## src/design/acs_pkg.sv

```systemverilog
package acs_pkg;

  // channel index and mux code width
  localparam int unsigned CHAN_W = 4;

  localparam logic [CHAN_W-1:0] SMOOTH_CH  = 4'd7;
  localparam logic [CHAN_W-1:0] TEMP_CH    = 4'd8;
  localparam logic [CHAN_W-1:0] MUX_OFFSET = 4'd5;

  // enable mask after reset: smoothed channel only
  localparam logic [15:0] ENABLE_RESET = 16'd128;

  // request kinds
  localparam logic OP_CONVERT = 1'b0;
  localparam logic OP_READ    = 1'b1;

  // shared unit operations
  typedef enum logic {
    MODE_SMOOTH,
    MODE_STEP
  } step_mode_e;

  // converter mux code, wraps to four bits above the temperature channel
  function automatic logic [CHAN_W-1:0] mux_code(input logic [CHAN_W-1:0] ch);
    logic [CHAN_W-1:0] code;
    if (ch <= TEMP_CH) begin
      code = ch;
    end else begin
      code = ch + MUX_OFFSET;
    end
    return code;
  endfunction

endpackage

```

## src/design/acs_step_unit.sv

```systemverilog
module acs_step_unit #(
  parameter int unsigned NUM_CHANNELS = 11,
  parameter int unsigned SAMPLE_BITS  = 10
) (
  input  acs_pkg::step_mode_e     mode_i,
  input  logic [SAMPLE_BITS-1:0]  a_i,
  input  logic [SAMPLE_BITS-1:0]  b_i,
  output logic [SAMPLE_BITS-1:0]  result_o
);
  import acs_pkg::*;

  localparam int unsigned AccW = SAMPLE_BITS + 3;

  logic [AccW-1:0]        acc;
  logic [SAMPLE_BITS-1:0] inc;

  // a + 7*b as a + 8*b - b, then divide by eight
  assign acc = {3'b000, a_i} + {b_i, 3'b000} - {3'b000, b_i};
  assign inc = a_i + SAMPLE_BITS'(1);

  always_comb begin
    case (mode_i)
      MODE_SMOOTH: result_o = acc[AccW-1:3];
      MODE_STEP: begin
        if (a_i == SAMPLE_BITS'(NUM_CHANNELS - 1)) begin
          result_o = '0;
        end else begin
          result_o = inc;
        end
      end
      default: result_o = '0;
    endcase
  end

endmodule

```

## src/design/adc_channel_scanner_with_ema_unit.sv

```systemverilog
// adc scan sequencer with a running average on the smoothed channel
//
// request channel (in_valid_i / in_stall_o): op_i = 0 delivers a finished
// conversion in sample_i for the channel now being converted; op_i = 1 asks
// for the stored result of read_channel_i. every request gives exactly one
// response on the output channel (out_valid_o / out_stall_i) carrying the
// mux code and index of the channel now converted, the read data and the
// scan_stalled flag (set when a conversion found an empty enable mask).
//
// a read goes straight to the done state, which loads the output register; a
// conversion passes the smooth state, the scan state while it steps over 1 to
// NUM_CHANNELS channels to the next enabled one, and the done state; an empty
// mask skips the scan. the shared step unit scans one channel per cycle.
// in_stall_o is high while a request is in progress, until it loads the output
// register. a stalled response sits in the output register; one more request
// may be accepted meanwhile and its response waits for the slot. reset clears
// the stored results and the average, selects channel 0 and enables the
// smoothed channel only. channel_enable takes a write whenever cfg_valid_i
// is high (ready is always high); the user must write it only while no
// request is busy, and the block itself does not enforce this.
module adc_channel_scanner_with_ema_unit #(
  parameter int unsigned NUM_CHANNELS = 11,
  parameter int unsigned SAMPLE_BITS  = 10
) (
  input  logic                        clk_i,
  input  logic                        rst_ni,
  // request channel
  input  logic                        in_valid_i,
  output logic                        in_stall_o,
  input  logic                        op_i,
  input  logic [SAMPLE_BITS-1:0]      sample_i,
  input  logic [acs_pkg::CHAN_W-1:0]  read_channel_i,
  // response channel
  output logic                        out_valid_o,
  input  logic                        out_stall_i,
  output logic [acs_pkg::CHAN_W-1:0]  mux_select_o,
  output logic [acs_pkg::CHAN_W-1:0]  next_channel_o,
  output logic [SAMPLE_BITS-1:0]      read_data_o,
  output logic                        scan_stalled_o,
  // configuration write channel
  input  logic                        cfg_valid_i,
  output logic                        cfg_ready_o,
  input  logic [NUM_CHANNELS-1:0]     cfg_channel_enable_i
);
  import acs_pkg::*;

  localparam int unsigned IdxW = $clog2(NUM_CHANNELS);

  // sequencer states
  localparam logic [1:0] ST_IDLE   = 2'd0;
  localparam logic [1:0] ST_SMOOTH = 2'd1;
  localparam logic [1:0] ST_SCAN   = 2'd2;
  localparam logic [1:0] ST_DONE   = 2'd3;

  logic [1:0]              state_q, state_d;
  logic                    op_q;
  logic [SAMPLE_BITS-1:0]  sample_q;
  logic [SAMPLE_BITS-1:0]  rdata_q;
  logic                    stalled_q;
  logic [CHAN_W-1:0]       cur_q;
  logic [SAMPLE_BITS-1:0]  smooth_q;
  logic [NUM_CHANNELS-1:0] en_q;
  logic [SAMPLE_BITS-1:0]  res_q [NUM_CHANNELS];

  logic                    out_valid_q;
  logic [CHAN_W-1:0]       mux_q;
  logic [CHAN_W-1:0]       next_q;
  logic [SAMPLE_BITS-1:0]  out_data_q;
  logic                    out_stalled_q;

  logic                    accept;
  logic                    rd_in_range;
  logic                    out_free;
  logic                    out_load;
  step_mode_e              unit_mode;
  logic [SAMPLE_BITS-1:0]  unit_a;
  logic [SAMPLE_BITS-1:0]  unit_res;
  logic [SAMPLE_BITS-1:0]  store_val;
  logic [CHAN_W-1:0]       step_ch;

  assign accept      = in_valid_i && (state_q == ST_IDLE);
  assign in_stall_o  = (state_q != ST_IDLE);
  assign cfg_ready_o = 1'b1;
  assign rd_in_range = ({1'b0, read_channel_i} < (CHAN_W + 1)'(NUM_CHANNELS));
  assign out_free    = !out_valid_q || !out_stall_i;
  assign out_load    = (state_q == ST_DONE) && out_free;

  // shared unit: running average in the smooth step, channel increment in the scan
  assign unit_mode = (state_q == ST_SMOOTH) ? MODE_SMOOTH : MODE_STEP;
  assign unit_a    = (state_q == ST_SMOOTH) ? sample_q : SAMPLE_BITS'(cur_q);

  acs_step_unit #(
    .NUM_CHANNELS (NUM_CHANNELS),
    .SAMPLE_BITS  (SAMPLE_BITS)
  ) u_step (
    .mode_i   (unit_mode),
    .a_i      (unit_a),
    .b_i      (smooth_q),
    .result_o (unit_res)
  );

  assign store_val = (cur_q == SMOOTH_CH) ? unit_res : sample_q;
  assign step_ch   = unit_res[CHAN_W-1:0];

  // sequencer
  always_comb begin
    state_d = state_q;
    case (state_q)
      ST_IDLE: begin
        if (accept) begin
          state_d = (op_i == OP_READ) ? ST_DONE : ST_SMOOTH;
        end
      end
      ST_SMOOTH: begin
        // empty mask keeps the channel and flags the stall
        state_d = (en_q == '0) ? ST_DONE : ST_SCAN;
      end
      ST_SCAN: begin
        if (en_q[step_ch[IdxW-1:0]]) begin
          state_d = ST_DONE;
        end
      end
      ST_DONE: begin
        if (out_free) begin
          state_d = ST_IDLE;
        end
      end
      default: state_d = ST_IDLE;
    endcase
  end

  always_ff @(posedge clk_i or negedge rst_ni) begin
    if (!rst_ni) begin
      state_q   <= ST_IDLE;
      cur_q     <= '0;
      smooth_q  <= '0;
      en_q      <= ENABLE_RESET[NUM_CHANNELS-1:0];
      stalled_q <= 1'b0;
    end else begin
      state_q <= state_d;
      if (cfg_valid_i && cfg_ready_o) begin
        en_q <= cfg_channel_enable_i;
      end
      if (accept) begin
        stalled_q <= 1'b0;
      end
      if (state_q == ST_SMOOTH) begin
        if (cur_q == SMOOTH_CH) begin
          smooth_q <= unit_res;
        end
        if (en_q == '0) begin
          stalled_q <= 1'b1;
        end
      end
      // scan walks the channel register until an enabled one is hit
      if (state_q == ST_SCAN) begin
        cur_q <= step_ch;
      end
    end
  end

  // request capture and read port of the result store
  always_ff @(posedge clk_i) begin
    if (accept) begin
      op_q     <= op_i;
      sample_q <= sample_i;
      if (rd_in_range) begin
        rdata_q <= res_q[read_channel_i[IdxW-1:0]];
      end else begin
        rdata_q <= '0;
      end
    end
  end

  // per-channel result store, one write port
  always_ff @(posedge clk_i or negedge rst_ni) begin
    if (!rst_ni) begin
      for (int i = 0; i < NUM_CHANNELS; i++) begin
        res_q[i] <= '0;
      end
    end else if (state_q == ST_SMOOTH) begin
      res_q[cur_q[IdxW-1:0]] <= store_val;
    end
  end

  // output register
  always_ff @(posedge clk_i or negedge rst_ni) begin
    if (!rst_ni) begin
      out_valid_q <= 1'b0;
    end else if (out_load) begin
      out_valid_q <= 1'b1;
    end else if (!out_stall_i) begin
      out_valid_q <= 1'b0;
    end
  end

  always_ff @(posedge clk_i) begin
    if (out_load) begin
      mux_q         <= mux_code(cur_q);
      next_q        <= cur_q;
      out_data_q    <= (op_q == OP_READ) ? rdata_q : '0;
      out_stalled_q <= stalled_q;
    end
  end

  assign out_valid_o    = out_valid_q;
  assign mux_select_o   = mux_q;
  assign next_channel_o = next_q;
  assign read_data_o    = out_data_q;
  assign scan_stalled_o = out_stalled_q;

endmodule

```

## config.mk

```make
export PLATFORM = sky130hd
export DESIGN_NAME = adc_channel_scanner_with_ema_unit
export DESIGN_NICKNAME = d
export VERILOG_FILES = /design/src/design/acs_pkg.sv /design/src/design/acs_step_unit.sv /design/src/design/adc_channel_scanner_with_ema_unit.sv
export SDC_FILE = /design/constraint.sdc
export NUM_CORES = 1
export LEC_CHECK = 0
export ABC_AREA = 0
export BUFFER_PORTS_ARGS = -buffer_cell sky130_fd_sc_hd__buf_2
export CAP_MARGIN = 20
export CORE_ASPECT_RATIO = 1.75
export CORE_MARGIN = 2
export CORE_UTILIZATION = 50
export DETAILED_ROUTE_END_ITERATION = 10
export HOLD_SLACK_MARGIN = 0.02
export PLACE_DENSITY = 0.73
export SLEW_MARGIN = 20
export SYNTH_ARGS = -nofsm -noshare
export SYNTH_HDL_FRONTEND = slang
export SYNTH_SLANG_ARGS = --single-unit
```

## constraint.sdc

```tcl
create_clock -name clk_i -period 6.95 [get_ports clk_i]
set_clock_uncertainty 0.1 [all_clocks]
set_input_delay 1.39 -clock clk_i [delete_from_list [all_inputs] [get_ports clk_i]]
set_output_delay 1.39 -clock clk_i [all_outputs]
set_load 0.01 [all_outputs]
```

==> impl_metrics.csv <==
group,metric,value,unit
finish,fillers,1432,
synth,seq_area_frac_synth,54.9,%
global_route,met2_usage,40.4,%
global_route,grt_pass1_vias,5987,
global_route,gr-usage-all-layers,22.3,%
cts,numCtsBuffers,17,
finish,final_common_cell,"dfrtp_1",
cts,cts.clk_slew.worst_paths,0.07,ns
sta,final.period_utilization,66.4,%
global_route,antenna_found_initial,0,
sta,final.setup.tns,0,ns
outcome,status,"completed",
synth,ys_ff_latch,179,
setup_path,r2r_slack,2.34,ns
finish,stdcell_area,9530,sq um
finish,multiInputGateArea,3580,sq um
synth,synthArstFlopShare,77.7,%
power_and_ir_drop,power.leakage,0.00432,uW
finish,syn2layout_area_growth,11.8,%
finish,drive_above_1_share,15.1,%
cts,postCtsSetupBuffers,0,
sta,maxSlewHeadroom,35.5,%
sta,fmax,0.217,GHz
route,avgRoutedWirePerCell,17.5,um
cts,cts_max_level,4,
setup_path,cp.required,7.13,ns
setup_path,critPathCapture,"res_q[12]",
place,portBuffers,51,
power_and_ir_drop,p_per_area,487,nW/um^2
synth,syn_area,8520,sq um
setup_path,critPathLaunchType,"flop",
route,via_count,5825,
synth,yosys.area.top_type,"dfrtp_1",
sta,hold_violations,0,
setup_path,r2r_cells,12,
finish,fin_nets,876,
synth,synth_top_area_share,40.5,%
cts,clock_path_buffers,2,
setup_path,crit_fanout,25,
synth,ys_top_cells_by_area,"dfrtp_1 (41%), edfxtp_1 (14%), mux4_2 (5.3%)",
synth,synth_area_per_cell,10.9,sq um
power_and_ir_drop,ir_drop,0.284,mV
die,start_util,50.8,%
setup_path,rr_endpoint,"res_q[12]",
global_route,grt_remaining_overflow,0,
setup_path,r2r-start,"state_q[1]",
sta,fin_ws,2.34,ns
setup_path,critPathCaptureType,"flop",
cts,cts_root_buf,"clkbuf_16",
sta,grt_setup_unrepaired,"false",
synth,synthesis.nets,841,
finish,area.sequential,4680,sq um
global_route,grt_pass1_wl,30.5,mm
place,gp_congestion,0.807,
route,drc,0,
die,die_h,177,um
global_route,grt_use_met1,25.5,%
sta,setup_violations,0,
die,core,16800,sq um
cts,cts_hold_buffers,0,
cts,cts.sinks,179,
worst_hold_path,hold_class,"flop to flop",
setup_path,crit_start,"state_q[1]",
cts,clock_latency,0.43,ns
global_route,grt_use_met3,3.08,%
die,die_x,103,um
global_route,grt_start_max_net_pins,105,
route,drtPass1Iterations,5,
finish,antenna_cells,0,
finish,layout_common_cells,"dfrtp_1 (138), nand2_1 (119), o21ai_0 (90), nor2_1 (55), buf_2 (50)",
synth,synth.distinct_cells,56,
sta,slew_violations,0,
run,maxCapViolations,0,
route,routed_wl,18.4,mm
route,detail_route.vias_per_cell,5.52,
sta,worst_pin_slew,0.967,ns
sta,finalCriticalPeriod,4.61,ns
worst_hold_path,worstHoldStart,"stalled_q",
die,rows,63,
cts,cts_resized,0,
route,drt-initial-drc-count,307,
die,die_area,18100,sq um
place,pre_cts_ws,2.34,ns
route,drtAntennaViolNets,0,
synth,synth-edff-count,40,
setup_path,cp.arrival,4.79,ns
synth,ys_warn_count,0,
setup_path,critPathKind,"flop to flop",
cts,cts_tree,"built",
global_route,gr-max-usage-layer,"met2",
die,ioPinCount,53,
place,place_area,8940,sq um
synth,netlist_instances,780,
place,dp_hpwl,13.1,mm
synth,synthFlopType,"dfrtp_1",
## final cells by class
class | instances | share of cell area (%)
repair buffers | 53 | 2.90
inverters | 33 | 1.30
well taps | 227 | 2.98
clock inverters | 12 | 1.29
multi-input cells | 531 | 37.6
clock buffers | 20 | 4.81
flip-flops and latches | 179 | 49.1
## power by group
part	switching [uW]	internal [uW]
sequential	256	1500
combinational	1120	827
clock	418	523
## how the worst min path moves through the flow
| stage | endpoint | slack [ns] | cells past startpoint |
|---|---|---|---|
| after CTS | scan_stalled_o | 0.36 | 0 |
| after detailed placement | scan_stalled_o | 0.34 | 0 |
| after global placement | scan_stalled_o | 0.34 | 0 |
| after global routing | scan_stalled_o | 0.38 | 0 |
| after floorplan | next_channel_o[3] | 0.32 | 0 |
| final | scan_stalled_o | 0.36 | 0 |
## critical path, cell delays in order, from the launching register on
cell      delay [ns]
dfrtp_1         0.41
inv_1           0.12
ha_1            0.72
mux2_2          0.42
ha_1            0.28
ha_1            0.31
a211oi_1        0.38
o21bai_1        0.18
a21o_1          0.18
a31oi_1         0.52
nor2_1          0.08
a21oi_1         0.53
o21ai_0         0.22
## flip-flops by register name (all words and copies together) (netlist names)
signal / flops
sample_q: 10
smooth_q: 10
out_valid_o: 1
stalled_q: 1
op_q: 1
next_channel_o: 4
mux_select_o: 4
res_q: 110
cur_q: 4
read_data_o: 10
rdata_q: 10
state_q: 2
scan_stalled_o: 1
en_q: 11
## per-stage QoR
stage	util (%)	power, uW	instances	hold WS, ns
after floorplan	-	3220	780	0.323
after global placement	53.2	3650	1023	0.340
after detailed placement	53.2	3720	1023	0.342
after CTS	56.7	4670	1055	0.362
after global routing	56.7	5010	1055	0.383
final	56.7	4640	1055	0.355
## metal layers
layer  vias up  share of wire, %
met5         -                 0
met3        31               2.9
li1       2817                 -
met4         0               3.0
met2       115                56
met1      2862                38
## cells in the mapped netlist (all sizes together), types with 3 or more instances
cell type	count
dfrtp	138
nand2	119
o21ai	90
nor2	55
edfxtp	40
a21oi	38
inv	33
mux2i	30
clkbuf	24
ha	24
mux4	20
and2	19
mux2	16
a21o	13
buf	13
a31oi	10
nand3	10
o22ai	10
and3	9
fa	6
nor3	6
xnor2	5
a211oi	4
nor2b	4
o21a	4
nand3b	3
nor4	3
o21bai	3
or3	3
## cell families after synthesis
| family | Yosys count | synth area share, % |
|---|---|---|
| AO/OA/AOI/OAI | 188 | 12.8 |
| XOR/XNOR | 7 | 0.719 |
| adder cells (fa/ha/maj) | 30 | 4.93 |
| buffers and inverters | 70 | 3.21 |
| other | 1 | 0.0440 |
| AND/OR/NAND/NOR | 239 | 12.4 |
| multiplexers | 66 | 10.9 |
| flip-flops | 179 | 54.9 |
Note: power is estimated with default switching activity, not from simulation.
